**src/pgfa_pkg.sv**
```systemverilog
// pgfa_pkg: shared types and codes for the partition gap-fit allocator
// no dependencies
`timescale 1ns / 1ps
`default_nettype none
package pgfa_pkg;
    localparam int AW = 31;
    localparam int HW = 16;

    localparam logic [2:0] ST_OK       = 3'd0;
    localparam logic [2:0] ST_FULL     = 3'd1;
    localparam logic [2:0] ST_NO_SPACE = 3'd2;
    localparam logic [2:0] ST_EXT      = 3'd3;
    localparam logic [2:0] ST_EMPTY    = 3'd4;

    localparam logic [1:0] FIT_FIRST = 2'd0;
    localparam logic [1:0] FIT_BEST  = 2'd1;
    localparam logic [1:0] FIT_WORST = 2'd2;

    localparam logic [1:0] REG_DISK   = 2'd0;
    localparam logic [1:0] REG_HEADER = 2'd1;
    localparam logic [1:0] REG_FIT    = 2'd2;

    typedef struct packed {
        logic load;
        logic commit;
    } ctl_t;

    typedef struct packed {
        logic [2:0]    status;
        logic [AW-1:0] start;
        logic [1:0]    slot;
    } res_t;
endpackage
`default_nettype wire

```
**src/pgfa_ctrl.sv**
```systemverilog
// pgfa_ctrl: handshake controller for the allocator
// depends on pgfa_pkg
`timescale 1ns / 1ps
`default_nettype none
module pgfa_ctrl
    import pgfa_pkg::*;
(
    input  wire  clk,
    input  wire  rst_n,
    input  wire  s_tvalid,
    output logic s_tready,
    output logic m_tvalid,
    input  wire  m_tready,
    output ctl_t ctl
);
    localparam logic [1:0] S_IDLE = 2'd0;
    localparam logic [1:0] S_CALC = 2'd1;
    localparam logic [1:0] S_OUT  = 2'd2;

    logic [1:0] state_reg, state_next;

    always_comb
    begin
        state_next = state_reg;
        ctl.load = 1'b0;
        ctl.commit = 1'b0;
        s_tready = 1'b0;
        m_tvalid = 1'b0;
        unique case (state_reg)
            S_IDLE:
            begin
                s_tready = 1'b1;
                if (s_tvalid)
                begin
                    ctl.load = 1'b1;
                    state_next = S_CALC;
                end
            end
            S_CALC:
            begin
                ctl.commit = 1'b1;
                state_next = S_OUT;
            end
            S_OUT:
            begin
                m_tvalid = 1'b1;
                if (m_tready)
                begin
                    state_next = S_IDLE;
                end
            end
            default: state_next = S_IDLE;
        endcase
    end

    always_ff @(posedge clk or negedge rst_n)
    begin
        if (!rst_n)
        begin
            state_reg <= S_IDLE;
        end
        else
        begin
            state_reg <= state_next;
        end
    end
endmodule
`default_nettype wire

```
**src/pgfa_dp.sv**
```systemverilog
// pgfa_dp: partition table, gap formation and fit selection
// depends on pgfa_pkg
`timescale 1ns / 1ps
`default_nettype none
module pgfa_dp
    import pgfa_pkg::*;
#(
    parameter int SLOTS = 4
)
(
    input  wire             clk,
    input  wire             rst_n,
    input  wire  ctl_t      ctl,
    input  wire  [34:0]     in_data,
    input  wire             cfg_we,
    input  wire  [1:0]      cfg_index,
    input  wire  [AW-1:0]   cfg_data,
    output res_t            res
);
    localparam int SW = (SLOTS > 1) ? $clog2(SLOTS) : 1;
    localparam int NG = SLOTS + 1;

    logic [AW-1:0] disk_reg;
    logic [HW-1:0] hdr_reg;
    logic [1:0]    fit_reg;
    logic [AW-1:0] est_reg [SLOTS];
    logic [AW-1:0] esz_reg [SLOTS];
    logic [SLOTS-1:0] eext_reg;
    logic [34:0]   in_reg;
    res_t          res_reg;

    logic          op;
    logic [AW-1:0] req;
    logic          wext;
    logic [1:0]    sel;
    logic [SW-1:0] sel_idx;
    assign op   = in_reg[0];
    assign req  = in_reg[31:1];
    assign wext = in_reg[32];
    assign sel  = in_reg[34:33];
    assign sel_idx = SW'(sel);

    logic [SLOTS-1:0] live;
    logic [SW-1:0]    rank [SLOTS];
    logic [SW-1:0]    ord [SLOTS];
    logic [SLOTS-1:0] has_ord;
    logic [AW:0]      gs [NG];
    logic [AW:0]      gl [NG];
    logic [NG-1:0]    gv;
    logic             ext_hit, have_free, found;
    logic [SW-1:0]    free_slot;
    logic [AW:0]      pick_len, pick_start, endv, prev_end;
    res_t             res_next;
    logic             do_write, do_release;

    always_comb
    begin
        ext_hit = 1'b0;
        have_free = 1'b0;
        free_slot = '0;
        for (int i = 0; i < SLOTS; i++)
        begin
            live[i] = (esz_reg[i] != '0);
            if (live[i])
            begin
                if (eext_reg[i])
                begin
                    ext_hit = 1'b1;
                end
            end
            else if (!have_free)
            begin
                have_free = 1'b1;
                free_slot = SW'(i);
            end
        end
        // rank of each live entry among live entries by start then slot
        for (int i = 0; i < SLOTS; i++)
        begin
            rank[i] = '0;
            for (int j = 0; j < SLOTS; j++)
            begin
                if (live[j] && j != i && ((est_reg[j] < est_reg[i]) ||
                    (est_reg[j] == est_reg[i] && j < i)))
                begin
                    rank[i] = rank[i] + 1'b1;
                end
            end
        end
        for (int k = 0; k < SLOTS; k++)
        begin
            ord[k] = '0;
            has_ord[k] = 1'b0;
            for (int i = 0; i < SLOTS; i++)
            begin
                if (live[i] && rank[i] == SW'(k))
                begin
                    ord[k] = SW'(i);
                    has_ord[k] = 1'b1;
                end
            end
        end
        // gap k is the gap before sorted entry k; gap NG-1 runs from the last entry to the disk end
        prev_end = {1'b0, {(AW-HW){1'b0}}, hdr_reg};
        endv = prev_end;
        for (int k = 0; k < NG; k++)
        begin
            gs[k] = prev_end;
            gl[k] = '0;
            gv[k] = 1'b0;
        end
        for (int k = 0; k < SLOTS; k++)
        begin
            if (has_ord[k])
            begin
                gs[k] = prev_end;
                gv[k] = {1'b0, est_reg[ord[k]]} > prev_end;
                gl[k] = {1'b0, est_reg[ord[k]]} - prev_end;
                prev_end = {1'b0, est_reg[ord[k]]} + {1'b0, esz_reg[ord[k]]};
            end
        end
        endv = prev_end;
        gs[NG-1] = endv;
        gv[NG-1] = {1'b0, disk_reg} > endv;
        gl[NG-1] = {1'b0, disk_reg} - endv;

        found = 1'b0;
        pick_len = '0;
        pick_start = '0;
        for (int k = 0; k < NG; k++)
        begin
            if (gv[k] && gl[k] >= {1'b0, req} && req != '0)
            begin
                case (fit_reg)
                    FIT_FIRST:
                    begin
                        if (!found)
                        begin
                            found = 1'b1;
                            pick_start = gs[k];
                        end
                    end
                    FIT_BEST:
                    begin
                        if (!found || gl[k] < pick_len)
                        begin
                            found = 1'b1;
                            pick_len = gl[k];
                            pick_start = gs[k];
                        end
                    end
                    FIT_WORST:
                    begin
                        if (!found || gl[k] > pick_len)
                        begin
                            found = 1'b1;
                            pick_len = gl[k];
                            pick_start = gs[k];
                        end
                    end
                    default: ;
                endcase
            end
        end

        do_write = 1'b0;
        do_release = 1'b0;
        res_next.status = ST_OK;
        res_next.start = '0;
        res_next.slot = '0;
        if (op)
        begin
            res_next.slot = sel;
            if ({30'd0, sel} >= SLOTS || !live[sel_idx])
            begin
                res_next.status = ST_EMPTY;
            end
            else
            begin
                do_release = 1'b1;
            end
        end
        else if (wext && ext_hit)
        begin
            res_next.status = ST_EXT;
        end
        else if (!have_free)
        begin
            res_next.status = ST_FULL;
        end
        else if (!found)
        begin
            res_next.status = ST_NO_SPACE;
        end
        else
        begin
            do_write = 1'b1;
            res_next.start = pick_start[AW-1:0];
            res_next.slot = 2'(free_slot);
        end
    end

    always_ff @(posedge clk or negedge rst_n)
    begin
        if (!rst_n)
        begin
            disk_reg <= AW'(1048576);
            hdr_reg  <= HW'(128);
            fit_reg  <= FIT_FIRST;
            eext_reg <= '0;
            for (int i = 0; i < SLOTS; i++)
            begin
                est_reg[i] <= '0;
                esz_reg[i] <= '0;
            end
        end
        else
        begin
            if (cfg_we)
            begin
                unique case (cfg_index)
                    REG_DISK:   disk_reg <= cfg_data;
                    REG_HEADER: hdr_reg <= cfg_data[HW-1:0];
                    REG_FIT:    fit_reg <= cfg_data[1:0];
                    default: ;
                endcase
            end
            if (ctl.commit && do_write)
            begin
                est_reg[free_slot]  <= pick_start[AW-1:0];
                esz_reg[free_slot]  <= req;
                eext_reg[free_slot] <= wext;
            end
            if (ctl.commit && do_release)
            begin
                est_reg[sel_idx]  <= '0;
                esz_reg[sel_idx]  <= '0;
                eext_reg[sel_idx] <= 1'b0;
            end
        end
    end

    always_ff @(posedge clk)
    begin
        if (ctl.load)
        begin
            in_reg <= in_data;
        end
        if (ctl.commit)
        begin
            res_reg <= res_next;
        end
    end

    assign res = res_reg;
endmodule
`default_nettype wire

```
**src/partition_gap_fit_allocator.sv**
```systemverilog
// partition_gap_fit_allocator: top level joining controller and datapath
// depends on pgfa_pkg, pgfa_ctrl, pgfa_dp
`timescale 1ns / 1ps
`default_nettype none
// usage:
//   s_tdata carries one request; m_tdata returns exactly one result per request.
//   a request is taken when s_tvalid and s_tready are high at a clock edge.
//   each request passes through three states: capture, table update, result hold.
//   one request is in flight at a time, so a new request is taken only after
//   the previous result has been accepted; the three-state controller sets this.
//   while m_tvalid is high and m_tready low the result holds and s_tready
//   stays low.
//   cfg_we writes register cfg_index (0 disk size, 1 header bytes, 2 fit mode)
//   at any edge; write only while idle.
//   reset clears the table (all slots empty) and loads disk size 1048576,
//   header 128 bytes and first fit.
module partition_gap_fit_allocator
    import pgfa_pkg::*;
#(
    parameter int SLOTS = 4
)
(
    input  wire         clk,
    input  wire         rst_n,
    input  wire         s_tvalid,
    output logic        s_tready,
    input  wire  [39:0] s_tdata,   // op, req_size, want_extended, slot_sel, zeros
    output logic        m_tvalid,
    input  wire         m_tready,
    output logic [39:0] m_tdata,   // status, alloc_start, alloc_slot, zeros
    input  wire         cfg_we,
    input  wire  [1:0]  cfg_index,
    input  wire  [30:0] cfg_data
);
    ctl_t ctl;
    res_t res;

    pgfa_ctrl u_ctrl (
        .clk(clk), .rst_n(rst_n),
        .s_tvalid(s_tvalid), .s_tready(s_tready),
        .m_tvalid(m_tvalid), .m_tready(m_tready),
        .ctl(ctl)
    );

    pgfa_dp #(.SLOTS(SLOTS)) u_dp (
        .clk(clk), .rst_n(rst_n), .ctl(ctl),
        .in_data(s_tdata[34:0]),
        .cfg_we(cfg_we), .cfg_index(cfg_index), .cfg_data(cfg_data),
        .res(res)
    );

    assign m_tdata = {4'd0, res.slot, res.start, res.status};
endmodule
`default_nettype wire

```
**config.mk**
```make
export PLATFORM = sky130hd
export DESIGN_NAME = partition_gap_fit_allocator
export DESIGN_NICKNAME = d
export VERILOG_FILES = /design/src/pgfa_pkg.sv /design/src/pgfa_ctrl.sv /design/src/pgfa_dp.sv /design/src/partition_gap_fit_allocator.sv
export SDC_FILE = /design/constraint.sdc
export NUM_CORES = 2
export LEC_CHECK = 0
export BUFFER_PORTS_ARGS = -buffer_cell sky130_fd_sc_hd__buf_2
export CAP_MARGIN = 0
export CORE_ASPECT_RATIO = 2
export CORE_MARGIN = 2
export CORE_UTILIZATION = 55
export CTS_CLUSTER_SIZE = 12
export DETAILED_ROUTE_END_ITERATION = 10
export PLACE_DENSITY = 0.71
export SETUP_SLACK_MARGIN = 0.15
export SLEW_MARGIN = 20
export SYNTH_ARGS = -nofsm -noshare
export SYNTH_HDL_FRONTEND = slang
export SYNTH_HIERARCHICAL = 1
export SYNTH_SLANG_ARGS = --single-unit
```
**constraint.sdc**
```tcl
create_clock -name clk -period 57.3 [get_ports clk]
set_input_delay 8.595 -clock clk [delete_from_list [all_inputs] [get_ports clk]]
set_output_delay 8.595 -clock clk [all_outputs]
set_load 0.05 [all_outputs]
```
==> flow_metrics.tcl <==
set metrics [dict create \
    synth_top_area_frac 0.184 \
    ios 120 \
    arrival_ns 32.80 \
    pre_cts_ws_ns 27.13 \
    gr-max-usage-layer "met2" \
    setup_ws_ns 25.05 \
    place_inst 7687 \
    max_slew.worst_pin.slew_ns 1.32 \
    finalSetupTns_ns 0 \
    place.port_buffers 110 \
    syn_to_final_growth_pct 6.44 \
    regArea_mm2 0.00972 \
    drt_iter0_markers 6289 \
    coreArea_mm2 0.0913 \
    grt_max_degree 146 \
    clk_latency_ns 0.69 \
    htree_levels 2 \
    design_area_mm2 0.0538 \
    rsz0062_at_grt "false" \
    post-dp-hpwl_um 187000 \
    grt.overflow.total 0 \
    drv_cap 0 \
    rows 157 \
    synth.distinct_cells 103 \
    cts_num_sinks 374 \
    crit_slowest_cell "nor2_1" \
    die_w_um 218 \
    finalSetupViolations 0 \
    seq_area_frac_synth 0.192 \
    cts.path.max_buffers 3 \
    start_util 0.554 \
    grt_util_met3 0.157 \
    cts_buffers 40 \
    path_max_fanout 39 \
    slowest_delay_ns 0.96 \
    cts_root_buffer "clkbuf_16" \
    n_fill_cell 8589 \
    firstDrtPassIters 9 \
    async_flop_share 0.810 \
    slew_viol_final 0 \
    synth_edf_count 71 \
    endpoint_kind "register" \
    hold_class "register to register" \
    vias 55000 \
    synth_seq_cells 374 \
    drtAntennaViolNets 0 \
    antenna_found_initial 18 \
    slew_headroom 0.120 \
    crit_required_ns 57.85 \
    post_cts_resized 0 \
    final_common_cell "a21oi_1" \
    syn_avg_cell_area_um2 7.67 \
    finalCritPeriodShare 0.563 \
    gr-usage-met2 0.792 \
    multiInputGateArea_mm2 0.0387 \
    grt_pass1_vias 53000 \
    final_nets 7377 \
    cts_tree "done" \
    path_class "register to register" \
    placedInstanceArea_mm2 0.0524 \
    post_cts_buffers 0 \
    die_height_um 433 \
    stdcell_count 7778 \
    drive_above_1_share 0.0719 \
    drcViolationCount 0 \
    place.gp.congestion 1.07 \
    start_kind "register" \
    status "completed" \
    fp.dieArea_mm2 0.0946 \
    yosysWarnings 6 \
    synthCells 6595 \
    synth_top_cell_by_area "ha_1" \
    grt_pass1_wl_um 348000 \
    timing.fmax_mhz 31.0 \
    vias_per_cell 7.07 \
    grt.total_usage 0.507 \
    synth_area_leaders "ha_1 (18%), dfrtp_1 (15%), a21oi_1 (8.5%)" \
    wl_per_cell_um 31.4 \
    post-route-min-period_ns 32.25 \
    final_cell_mix "a21oi_1 (857), ha_1 (745), nor2_1 (653), o21ai_0 (542), nand2_1 (525)" \
    use_met1 0.528 \
    hold_buffers 0 \
    finClkSkew_ns 0.0566 \
    routed_wl_um 244000 \
    hold_viol 0 \
    synth_flop_cell "dfrtp_1" \
    cts.clk_slew.worst_paths_ns 0.07 \
    netlist_area_mm2 0.0506 \
]
per-layer routing:
metal / vias to the layer above / routed length (µm)
met5: - / 202
met4: 20 / 31300
met3: 1300 / 25300
met2: 3506 / 106000
met1: 25800 / 81100
li1: 24300 / -
area by class of cell:
class	instances	area share
inverter	313	0.0218
timing repair buffer	228	0.0277
tap	1192	0.0277
clock buffer	63	0.0217
antenna	11	0.000511
multi-input combinational	5588	0.718
clock inverter	9	0.00202
sequential	374	0.180
cell usage after synthesis (15+ instances only):
cell type	count
a211o_1	15
nand2_1	525
a21oi_1	861
a21o_1	264
a211oi_1	89
o21a_1	90
mux2i_1	202
a22o_1	42
mux2_2	66
or3_1	30
dfrtp_1	301
clkbuf_1	226
o21ai_0	549
o22ai_1	16
o31ai_1	26
or2_2	24
a221oi_1	95
o21bai_1	37
nand2b_1	78
a22oi_1	73
buf_1	47
edfxtp_1	71
nor3_1	109
inv_1	312
a31oi_1	59
o211ai_1	37
and2_1	55
xor2_1	90
nand4_1	124
nor2_1	658
xnor2_1	129
nor4_1	60
ha_1	745
nor2b_1	64
buf_2	39
nand3_1	101
and3_1	28
metrics by stage:
stage                     hold slack [ns]   util
final                               0.517  0.589
after global routing                0.534  0.589
after CTS                           0.520  0.588
after detailed placement            0.505  0.574
after global placement              0.496  0.574
after floorplan                     0.487      -
kinds of logic (layout without fill, tap and decap cells):
| group | Yosys count | in the layout | share of synthesized area |
|---|---|---|---|
| AO/OA/AOI/OAI | 2422 | 2422 | 0.301 |
| AND/OR/NAND/NOR | 1916 | 1916 | 0.176 |
| adder cells (fa/ha/maj) | 754 | 754 | 0.188 |
| buffers and inverters | 636 | 613 | 0.0491 |
| flip-flops | 374 | 374 | 0.192 |
| multiplexers | 273 | 273 | 0.0561 |
| XOR/XNOR | 219 | 219 | 0.0379 |
| other | 1 | 15 | 0.0000741 |
worst paths after layout:
kind	slack [ns]	cells past startpoint	from	end
setup / recovery	25.05	119	register	register
hold / removal	0.52	1	u_dp/disk_reg[26]	u_dp/disk_reg[26]
setup reg to reg	25.05	119	register	register
hold reg to reg	0.52	1	u_dp/disk_reg[26]	u_dp/disk_reg[26]
max in group asynchronous	47.80	2	rst_n	u_dp/esz_reg[19]
min in group asynchronous	7.92	1	rst_n	async pin
critical path, delay by kind of cell, from the launching register on:
family | cells | cell delay [ns]
buffers and inverters | 10 | 3.19
adder cells (fa/ha/maj) | 8 | 2.63
XOR/XNOR | 1 | 0.09
AO/OA/AOI/OAI | 61 | 16.87
flip-flops | 1 | 0.49
AND/OR/NAND/NOR | 39 | 8.74
Power is left out: the tool's default activity adds up to more than one toggle a clock period on the data nets, which glitch-free logic cannot reach.
